### config.mk
export PLATFORM = sky130hd
export DESIGN_NAME = longest_queue_lane_arbiter
export DESIGN_NICKNAME = d
export VERILOG_FILES = /design/src/lqla_pkg.sv /design/src/lqla_ctrl.sv /design/src/lqla_datapath.sv /design/src/longest_queue_lane_arbiter.sv
export SDC_FILE = /design/constraint.sdc
export NUM_CORES = 1
export LEC_CHECK = 0
export ABC_AREA = 1
export BUFFER_PORTS_ARGS = -buffer_cell sky130_fd_sc_hd__buf_2
export CORE_AREA = 2 2 299 301
export CTS_CLUSTER_DIAMETER = 50
export DETAILED_ROUTE_END_ITERATION = 16
export DIE_AREA = 0 0 301 303
export PLACE_DENSITY_LB_ADDON = 0.1
export SYNTH_ARGS = -nofsm -noshare
export SYNTH_HDL_FRONTEND = slang
export SYNTH_SLANG_ARGS = --single-unit
export TNS_END_PERCENT = 5
### constraint.sdc
create_clock -name aclk -period 4.6 [get_ports aclk]
set_clock_uncertainty 0.05 [all_clocks]
set_input_delay 0.69 -clock aclk [delete_from_list [all_inputs] [get_ports aclk]]
set_output_delay 0.69 -clock aclk [all_outputs]
set_load 0.01 [all_outputs]
### src/lqla_pkg.sv
// ----------------------------------------------------------------------------
// lqla_pkg
// Shared types and constants of the longest-queue lane arbiter: payload
// structs, opcodes, register indexes, controller states and command/status
// bundles between controller and datapath.
// ----------------------------------------------------------------------------
`default_nettype none

package lqla_pkg;

    // Default sizing of the lane store
    localparam int DEF_MAX_LANES  = 16;
    localparam int DEF_COUNT_BITS = 16;

    // Fixed field widths
    localparam int LANE_FIELD_W = 4;
    localparam int NLANES_W     = 5;
    localparam int THRESH_W     = 16;
    localparam int APB_ADDR_W   = 3;
    localparam int APB_DATA_W   = 32;

    // Operation codes
    localparam logic OP_ARRIVAL = 1'b0;
    localparam logic OP_GRANT   = 1'b1;

    // Register index (paddr[2])
    localparam logic REG_NUM_LANES = 1'b0;
    localparam logic REG_THRESHOLD = 1'b1;

    // Reset values of the registers
    localparam logic [NLANES_W-1:0] NUM_LANES_RST = 5'd16;
    localparam logic [THRESH_W-1:0] THRESHOLD_RST = 16'hFFFF;

    typedef struct packed {
        logic                    op;
        logic [LANE_FIELD_W-1:0] lane;
    } lqla_in_t;

    typedef struct packed {
        logic [LANE_FIELD_W-1:0] result_lane;
        logic                    moved;
        logic                    congested;
        logic                    grant_valid;
    } lqla_out_t;

    typedef enum logic [2:0] {
        ST_IDLE,
        ST_SCAN,
        ST_DRAIN,
        ST_DEST_RD,
        ST_WRITE
    } lqla_state_t;

    // Controller to datapath
    typedef struct packed {
        logic load;     // latch the accepted item
        logic scan_rd;  // read the next lane in the scan
        logic dest_rd;  // read the destination lane
        logic wr;       // update the destination lane and load the result
    } lqla_cmd_t;

    // Datapath to controller
    typedef struct packed {
        logic need_scan;  // grant, or congested arrival
        logic scan_last;  // the lane about to be read is the last in use
        logic out_free;   // result register can take a new result
    } lqla_sts_t;

endpackage

`default_nettype wire

### src/lqla_ctrl.sv
// ----------------------------------------------------------------------------
// lqla_ctrl
// Sequencer of the arbiter: accepts one item, steps the lane scan, reads and
// updates the destination lane, and hands the result to the output register.
// ----------------------------------------------------------------------------
`default_nettype none

module lqla_ctrl (
    input  wire logic                aclk,
    input  wire logic                aresetn,
    input  wire logic                s_valid,
    output logic                     s_ready,
    input  wire lqla_pkg::lqla_sts_t sts,
    output lqla_pkg::lqla_cmd_t      cmd
);
    import lqla_pkg::*;

    lqla_state_t state_reg;
    lqla_state_t state_next;

    // State register
    always_ff @(posedge aclk) begin
        if (!aresetn) begin
            state_reg <= ST_IDLE;
        end else begin
            state_reg <= state_next;
        end
    end

    // Next state
    always_comb begin
        state_next = state_reg;
        unique case (state_reg)
            ST_IDLE: begin
                if (s_valid) begin
                    state_next = ST_SCAN;
                end
            end
            ST_SCAN: begin
                if (!sts.need_scan) begin
                    state_next = ST_WRITE;
                end else if (sts.scan_last) begin
                    state_next = ST_DRAIN;
                end
            end
            ST_DRAIN: begin
                state_next = ST_DEST_RD;
            end
            ST_DEST_RD: begin
                state_next = ST_WRITE;
            end
            ST_WRITE: begin
                if (sts.out_free) begin
                    state_next = ST_IDLE;
                end
            end
            default: begin
                state_next = ST_IDLE;
            end
        endcase
    end

    // Outputs
    always_comb begin
        s_ready     = 1'b0;
        cmd         = '0;
        unique case (state_reg)
            ST_IDLE: begin
                s_ready  = 1'b1;
                cmd.load = s_valid;
            end
            ST_SCAN: begin
                // without a scan the destination is the arrival's own lane
                cmd.scan_rd = sts.need_scan;
                cmd.dest_rd = !sts.need_scan;
            end
            ST_DRAIN: begin
                cmd = '0;
            end
            ST_DEST_RD: begin
                cmd.dest_rd = 1'b1;
            end
            ST_WRITE: begin
                cmd.wr = sts.out_free;
            end
            default: begin
                cmd = '0;
            end
        endcase
    end

endmodule

`default_nettype wire

### src/lqla_datapath.sv
// ----------------------------------------------------------------------------
// lqla_datapath
// Lane counters in two memories, total arrival counter, scan comparator with
// best-lane tracking, destination update and the result register.
// ----------------------------------------------------------------------------
`default_nettype none

module lqla_datapath #(
    parameter int MAX_LANES  = lqla_pkg::DEF_MAX_LANES,
    parameter int COUNT_BITS = lqla_pkg::DEF_COUNT_BITS
) (
    input  wire logic                                aclk,
    input  wire logic                                aresetn,
    input  wire logic [lqla_pkg::NLANES_W-1:0]       num_lanes,
    input  wire logic [lqla_pkg::THRESH_W-1:0]       threshold,
    input  wire lqla_pkg::lqla_in_t                  s_data,
    output lqla_pkg::lqla_out_t                      m_data,
    output logic                                     m_valid,
    input  wire logic                                m_ready,
    input  wire lqla_pkg::lqla_cmd_t                 cmd,
    output lqla_pkg::lqla_sts_t                      sts
);
    import lqla_pkg::*;

    localparam int LANE_W = $clog2(MAX_LANES);
    localparam int CW     = COUNT_BITS;

    function automatic logic [CW-1:0] sat_inc(input logic [CW-1:0] v);
        return (v == {CW{1'b1}}) ? v : v + CW'(1);
    endfunction

    // Lane counter memories
    logic [CW-1:0] tally_mem [MAX_LANES];
    logic [CW-1:0] wait_mem  [MAX_LANES];
    logic [MAX_LANES-1:0] tally_vld_reg;
    logic [MAX_LANES-1:0] wait_vld_reg;

    logic              op_reg;
    logic [LANE_W-1:0] lane_reg;
    logic              cong_reg;
    logic [CW-1:0]     total_reg;
    logic [LANE_W-1:0] issue_idx_reg;
    logic              cmp_vld_reg;
    logic [LANE_W-1:0] cmp_idx_reg;
    logic [CW-1:0]     best_val_reg;
    logic [LANE_W-1:0] best_idx_reg;
    logic              have_reg;
    logic [CW-1:0]     rd_tally_raw_reg;
    logic [CW-1:0]     rd_wait_raw_reg;
    logic              rd_tv_reg;
    logic              rd_wv_reg;
    lqla_out_t         out_reg;
    logic              m_valid_reg;

    logic [LANE_W-1:0] n_m1;
    logic [LANE_W-1:0] lane_in;
    logic [CW-1:0]     total_next;
    logic              cong_next;
    logic [LANE_W-1:0] dest;
    logic              rd_en;
    logic [LANE_W-1:0] rd_addr;
    logic [CW-1:0]     rd_tally;
    logic [CW-1:0]     rd_wait;
    logic [CW-1:0]     cand;
    logic              take;
    logic              is_arrival;
    logic              wr_tally;
    logic              wr_wait;
    logic [CW-1:0]     tally_new;
    logic [CW-1:0]     wait_new;
    lqla_out_t         out_next;

    // Last lane in use: zero lanes act as one, too many act as the maximum
    always_comb begin
        if (num_lanes == '0) begin
            n_m1 = '0;
        end else if (32'(num_lanes) > 32'(MAX_LANES)) begin
            n_m1 = LANE_W'(MAX_LANES - 1);
        end else begin
            n_m1 = LANE_W'(num_lanes - NLANES_W'(1));
        end
    end

    // Saturate the arrival lane to the last lane in use
    assign lane_in    = (32'(s_data.lane) > 32'(n_m1)) ? n_m1 : LANE_W'(s_data.lane);
    assign total_next = sat_inc(total_reg);
    assign cong_next  = 32'(total_next) > 32'(threshold);

    assign is_arrival = (op_reg == OP_ARRIVAL);
    assign dest       = (is_arrival && !cong_reg) ? lane_reg : best_idx_reg;

    // Latch the item and restart the scan
    always_ff @(posedge aclk) begin
        if (!aresetn) begin
            total_reg <= '0;
        end else if (cmd.load && (s_data.op == OP_ARRIVAL)) begin
            total_reg <= total_next;
        end
    end

    always_ff @(posedge aclk) begin
        if (cmd.load) begin
            op_reg   <= s_data.op;
            lane_reg <= lane_in;
            cong_reg <= (s_data.op == OP_ARRIVAL) && cong_next;
        end
    end

    // Advance the scan address and tag the read in flight
    always_ff @(posedge aclk) begin
        if (!aresetn) begin
            cmp_vld_reg <= 1'b0;
        end else begin
            cmp_vld_reg <= cmd.scan_rd;
        end
    end

    always_ff @(posedge aclk) begin
        if (cmd.load) begin
            issue_idx_reg <= '0;
        end else if (cmd.scan_rd) begin
            issue_idx_reg <= issue_idx_reg + LANE_W'(1);
        end
        if (cmd.scan_rd) begin
            cmp_idx_reg <= issue_idx_reg;
        end
    end

    // Memory read port, data registered
    assign rd_en   = cmd.scan_rd || cmd.dest_rd;
    assign rd_addr = cmd.scan_rd ? issue_idx_reg : dest;

    always_ff @(posedge aclk) begin
        if (rd_en) begin
            rd_tally_raw_reg <= tally_mem[rd_addr];
            rd_wait_raw_reg  <= wait_mem[rd_addr];
            rd_tv_reg        <= tally_vld_reg[rd_addr];
            rd_wv_reg        <= wait_vld_reg[rd_addr];
        end
    end

    // Entries never written read as zero
    assign rd_tally = rd_tv_reg ? rd_tally_raw_reg : '0;
    assign rd_wait  = rd_wv_reg ? rd_wait_raw_reg  : '0;

    // Compare: arrivals see their own lane already raised by one
    always_comb begin
        if (is_arrival) begin
            cand = (cmp_idx_reg == lane_reg) ? sat_inc(rd_tally) : rd_tally;
            take = !have_reg || (cand > best_val_reg);
        end else begin
            cand = rd_wait;
            take = cand > best_val_reg;
        end
    end

    always_ff @(posedge aclk) begin
        if (cmd.load) begin
            best_val_reg <= '0;
            best_idx_reg <= '0;
            have_reg     <= 1'b0;
        end else if (cmp_vld_reg && take) begin
            best_val_reg <= cand;
            best_idx_reg <= cmp_idx_reg;
            have_reg     <= 1'b1;
        end
    end

    // Destination update
    assign wr_tally  = cmd.wr && is_arrival;
    assign wr_wait   = cmd.wr && (is_arrival || have_reg);
    assign tally_new = sat_inc(rd_tally);
    assign wait_new  = is_arrival ? sat_inc(rd_wait) : rd_wait - CW'(1);

    always_ff @(posedge aclk) begin
        if (wr_tally) begin
            tally_mem[dest] <= tally_new;
        end
        if (wr_wait) begin
            wait_mem[dest] <= wait_new;
        end
    end

    always_ff @(posedge aclk) begin
        if (!aresetn) begin
            tally_vld_reg <= '0;
            wait_vld_reg  <= '0;
        end else begin
            if (wr_tally) begin
                tally_vld_reg[dest] <= 1'b1;
            end
            if (wr_wait) begin
                wait_vld_reg[dest] <= 1'b1;
            end
        end
    end

    // Result fields
    always_comb begin
        out_next.result_lane = (!is_arrival && !have_reg) ? '0 : LANE_FIELD_W'(dest);
        out_next.moved       = is_arrival && (dest != lane_reg);
        out_next.congested   = is_arrival && cong_reg;
        out_next.grant_valid = !is_arrival && have_reg;
    end

    // Output register: hold until the transfer completes
    always_ff @(posedge aclk) begin
        if (!aresetn) begin
            m_valid_reg <= 1'b0;
        end else if (cmd.wr) begin
            m_valid_reg <= 1'b1;
        end else if (m_ready) begin
            m_valid_reg <= 1'b0;
        end
    end

    always_ff @(posedge aclk) begin
        if (cmd.wr) begin
            out_reg <= out_next;
        end
    end

    assign m_valid = m_valid_reg;
    assign m_data  = out_reg;

    assign sts.need_scan = !is_arrival || cong_reg;
    assign sts.scan_last = (issue_idx_reg == n_m1);
    assign sts.out_free  = !m_valid_reg || m_ready;

endmodule

`default_nettype wire

### src/longest_queue_lane_arbiter.sv
// An arrival below the congestion threshold goes to its own lane without a scan;
// a grant or a congested arrival scans the n lanes in use first (one lane counter
// read per cycle over a single memory port). The block takes one item at a time;
// a waiting result does not block acceptance of the next item. Reset (synchronous,
// aresetn low) clears all lane counters, the total count and the registers to
// their reset values.
// ----------------------------------------------------------------------------
// longest_queue_lane_arbiter
// Lane arbiter with per-lane arrival tallies and waiting counts: congested
// arrivals join the busiest lane, grants go to the longest queue.
// ----------------------------------------------------------------------------
`default_nettype none

module longest_queue_lane_arbiter #(
    parameter int MAX_LANES  = lqla_pkg::DEF_MAX_LANES,
    parameter int COUNT_BITS = lqla_pkg::DEF_COUNT_BITS
) (
    input  wire logic                              aclk,
    input  wire logic                              aresetn,
    input  wire logic                              s_valid,
    output logic                                   s_ready,
    input  wire lqla_pkg::lqla_in_t                s_data,
    output logic                                   m_valid,
    input  wire logic                              m_ready,
    output lqla_pkg::lqla_out_t                    m_data,
    input  wire logic                              psel,
    input  wire logic                              penable,
    input  wire logic                              pwrite,
    input  wire logic [lqla_pkg::APB_ADDR_W-1:0]   paddr,
    input  wire logic [lqla_pkg::APB_DATA_W-1:0]   pwdata,
    output logic [lqla_pkg::APB_DATA_W-1:0]        prdata,
    output logic                                   pready
);
    import lqla_pkg::*;

    logic [NLANES_W-1:0] num_lanes_reg;
    logic [THRESH_W-1:0] threshold_reg;
    logic                reg_idx;
    logic                cfg_wr;
    lqla_cmd_t           cmd;
    lqla_sts_t           sts;

    // Configuration registers
    assign pready  = 1'b1;
    assign reg_idx = paddr[2];
    assign cfg_wr  = psel && penable && pwrite && pready;

    always_ff @(posedge aclk) begin
        if (!aresetn) begin
            num_lanes_reg <= NUM_LANES_RST;
            threshold_reg <= THRESHOLD_RST;
        end else if (cfg_wr) begin
            unique case (reg_idx)
                REG_NUM_LANES: num_lanes_reg <= pwdata[NLANES_W-1:0];
                REG_THRESHOLD: threshold_reg <= pwdata[THRESH_W-1:0];
                default:       num_lanes_reg <= num_lanes_reg;
            endcase
        end
    end

    // Read back
    always_comb begin
        unique case (reg_idx)
            REG_NUM_LANES: prdata = APB_DATA_W'(num_lanes_reg);
            REG_THRESHOLD: prdata = APB_DATA_W'(threshold_reg);
            default:       prdata = '0;
        endcase
    end

    lqla_ctrl u_ctrl (
        .aclk    (aclk),
        .aresetn (aresetn),
        .s_valid (s_valid),
        .s_ready (s_ready),
        .sts     (sts),
        .cmd     (cmd)
    );

    lqla_datapath #(
        .MAX_LANES  (MAX_LANES),
        .COUNT_BITS (COUNT_BITS)
    ) u_datapath (
        .aclk      (aclk),
        .aresetn   (aresetn),
        .num_lanes (num_lanes_reg),
        .threshold (threshold_reg),
        .s_data    (s_data),
        .m_data    (m_data),
        .m_valid   (m_valid),
        .m_ready   (m_ready),
        .cmd       (cmd),
        .sts       (sts)
    );

    // One item at a time: after a transfer in, the block is busy
    a_busy_after_accept: assert property (@(posedge aclk) disable iff (!aresetn)
        s_valid && s_ready |=> !s_ready)
        else $error("input accepted while an item is in progress");

    // The update step only fires into a free result register
    a_wr_into_free: assert property (@(posedge aclk) disable iff (!aresetn)
        cmd.wr |-> sts.out_free)
        else $error("result overwritten before transfer");

    // A new result appears only from an update step
    a_result_from_wr: assert property (@(posedge aclk) disable iff (!aresetn)
        $rose(m_valid) |-> $past(cmd.wr))
        else $error("result raised without an update step");

endmodule

`default_nettype wire

==> results.md <==
* Outcome: complete, no violations
* Wire per inst at 20.0 um
* Gate power share at 0.224
* Hold_buf cts at 0
* CP Buf/Inv Count at 4
* DR DRC count at 0
* Share of layout cells above drive strength 1 at 0.116
* Required time of the critical path at 5.05 ns
* VDD IR max at 334 uV
* First-pass DRT Iterations at 5
* Max_cap viols at 0
* FFs w/ async S/R, synth at 0
* Port Buffer Count at 53
* Max Clock Freq at 247 MHz
* Dominant cells by area after synthesis: edfxtp_1 55%, dfxtp_1 6.5%, inv_1 5.0%
* Final setup fails at 0
* Commonest cells post-synth: 563 x edfxtp_1, 408 x inv_1, 397 x nand2_1, 262 x a21oi_1, 209 x nand3_1
* Largest net degree at the start of global routing at 114
* RSZ-0062 raised after global routing: false
* Min-Delay Path Class: in -> reg
* Post-CTS Setup Bufs at 0
* Grt ovf at 0
* Clock network power share at 0.388
* Yosys top cell area share at 0.554
* Mean Syn Cell Area at 10.3 um^2
* Nets at 3148
* GRT Total Usage at 0.189
* Worst Path Class, Setup: reg -> reg
* Worst slack, placed at 0.541 ns
* Sequential share of the synthesized area at 0.619
* Hold WS at 0.206 ns
* Met2 Track Usage GR at 0.322
* EDFF count, synth at 563
* H-tree depth at 3
* First-pass GRT wire length at 130 mm
* Worst Tran Pin Value at 1.04 ns
* Most frequent cell after synthesis: edfxtp_1
* Pleak at 0.0140 uW
* Final min period at 4.04 ns
* Number of synthesis warnings at 0
* Detail Placement HPWL at 49.9 mm
* Met3 GRT Util at 0.0271
* First DRT Iteration DRCs at 1697
* Final worst path period share at 0.879
* Hold violation count in the final report at 0
* Worst stage delay on the critical path at 0.52 ns
* Worst reg-to-reg setup slack at 0.56 ns
* Worst-case clock buffer depth at 3
* Critical Path End Type: register
* CP max FO at 32
* Setup slack after layout at 0.557 ns
* Sequential share of power at 0.387
* Int Pwr at 12800 uW
* Yosys reg bits at 662
* Final ANT Viol Nets at 0
* Full die area at 91200 um^2
* Crit path launch type: register
* Top flop regs: u_datapath.tally_mem (256), u_datapath.wait_mem (256)
* Netlist cell types at 49
* R2R Path Start: u_datapath.rd_tv_reg
* Area growth from synthesis to layout at 16.1%
* CTS buffer count at 94
* Reg2reg path depth at 28
* Net Sw Power at 5810 uW
* Arrival @ worst endpoint at 4.50 ns
* Met1 Track Usage GR at 0.246
* CTS tree: done
* Drt total wl at 85.8 mm
* Worst-Skew Late Latency at 0.65 ns
* Clock-pin slew on the worst setup and hold paths at 0.06 ns
* Most used cell along the critical path: nand2_1
* Core Footprint at 88000 um^2
* Busiest grt layer: met2
* Cell Rows at 109
* Switch share at 0.312
* Clock root cell: clkbuf_16
* DP Cell Count at 4112
* Hold depth at 3
* DR vias at 21500
* Top Ports at 89
* Antenna violations before repair at 2
* Gpl congestion at 0.839
* Cell area after synthesis at 30500 um^2
* Cell count after synthesis at 2967
* Hold_sp: pwdata[6]
* CP top delay family: simple AND/OR/NAND/NOR gates
* Pwr dens at 526 nW/um^2
* CP max stage cell: edfxtp_1
* Chip Height at 303 um
* Area leader, netlist: edfxtp_1
* Initial Util at 0.347
* Hold worst-path end: threshold_reg[6]
* Vias in the first global route at 21200
* Ys flop type: edfxtp_1
* Die W at 301 um
* Critical R2R Capture: u_datapath.best_val_reg[6]
* CTS resizes at 0
* Slew headroom at 0.308
* Fin Setup TNS at 0 ns
* CTS sink count at 662
* Final non-filler cell total at 4290
* Max Slew Vio Count at 0
* Via density at 5.00
==> tightest hold or removal path, cell delays in order <==
cell and delay, ns:
buf_2 0.08, a21oi_1 0.05, o21ai_0 0.06
==> power groups by stage <==
stage / Sequential (uW) / Clock (uW) / Combinational, uW
floorplan: 7300 / 0 / 2950
global placement: 7350 / 0 / 4150
finish: 7230 / 7250 / 4180
global route: 7240 / 7660 / 4720
CTS: 7230 / 7420 / 4230
detailed placement: 7350 / 0 / 4200
==> cells in the final DEF, fill, tap and decap left out, types with 3 or more instances in the layout <==
master      instances
nand2_2             8
a31oi_1             4
xnor2_1             4
buf_2              53
clkinv_2           15
a21oi_1           262
ha_1               58
bufinv_16          10
nand2_1           397
o211ai_1          138
o21ai_0           172
clkbuf_16          97
nor2_1            142
nor4_1              4
o21ai_1           119
o21a_1             38
inv_4               3
nand4_1            20
dfxtp_1            99
and2_1              7
clkinvlp_4          6
o21bai_1            6
nand3_1           209
clkbuf_1           17
or2_2               4
edfxtp_1          563
inv_6               7
nor3_1             14
o21ai_4             5
buf_4              75
conb_1             17
nor2_2             40
inv_2               5
clkinv_4            6
xor2_1             40
buf_12             12
clkinv_1           12
inv_1             408
==> per-stage QoR <==
stage           util  total power, uW  cell area, um^2
6_report       0.403            18700            35500
5_1_grt        0.403            19600            35500
4_1_cts        0.403            18900            35500
3_5_place_dp   0.367            11500            32300
3_3_place_gp   0.367            11500            32300
2_1_floorplan      -            10300            30600
==> layout make-up <==
cell class | count | area, um^2
Timing Repair Buffer | 140 | 1070
Clock inverter | 61 | 678
Antenna cell | 1 | 2.50
Inverter | 416 | 1560
Multi-Input combinational cell | 1729 | 9280
Tap cell | 1165 | 1460
Clock buffer | 116 | 2520
Sequential cell | 662 | 18900
Fill cell | 8516 | 52500
==> per-layer routing <==
| metal | up-vias | wire, um |
|---|---|---|
| li1 | 10500 | - |
| met1 | 10400 | 38700 |
| met2 | 440 | 41000 |
| met3 | 151 | 3200 |
| met4 | 2 | 2820 |
| met5 | - | 16 |
==> cells by family (layout without fill, tap and decap cells) <==
logic type      after synthesis  in the layout  synth area share
compound gates              755            755             0.141
fa+ha+maj                    58             58            0.0238
buf+inv                     591            733            0.0833
simple gates                855            855             0.121
flops                       662            662             0.619
xor+xnor                     44             44            0.0126
other cells                   2             18          0.000246
==> how the worst max path moves through the flow <==
| stage | from | end | slack, ns | depth (start not counted) |
|---|---|---|---|---|
| CTS | u_datapath.rd_tv_reg | u_datapath.best_val_reg[6] | 0.51 | 28 |
| global placement | u_datapath.rd_tv_reg | u_datapath.best_val_reg[12] | 0.63 | 28 |
| global route | u_datapath.rd_tv_reg | u_datapath.best_val_reg[11] | 0.08 | 28 |
| detailed placement | u_datapath.rd_tv_reg | u_datapath.best_val_reg[9] | 0.54 | 28 |
| finish | u_datapath.rd_tv_reg | u_datapath.best_val_reg[6] | 0.56 | 28 |
| floorplan | u_datapath.rd_tv_reg | u_datapath.best_idx_reg[3] | 1.09 | 27 |
No activity file was read; power rests on OpenSTA's default activity.
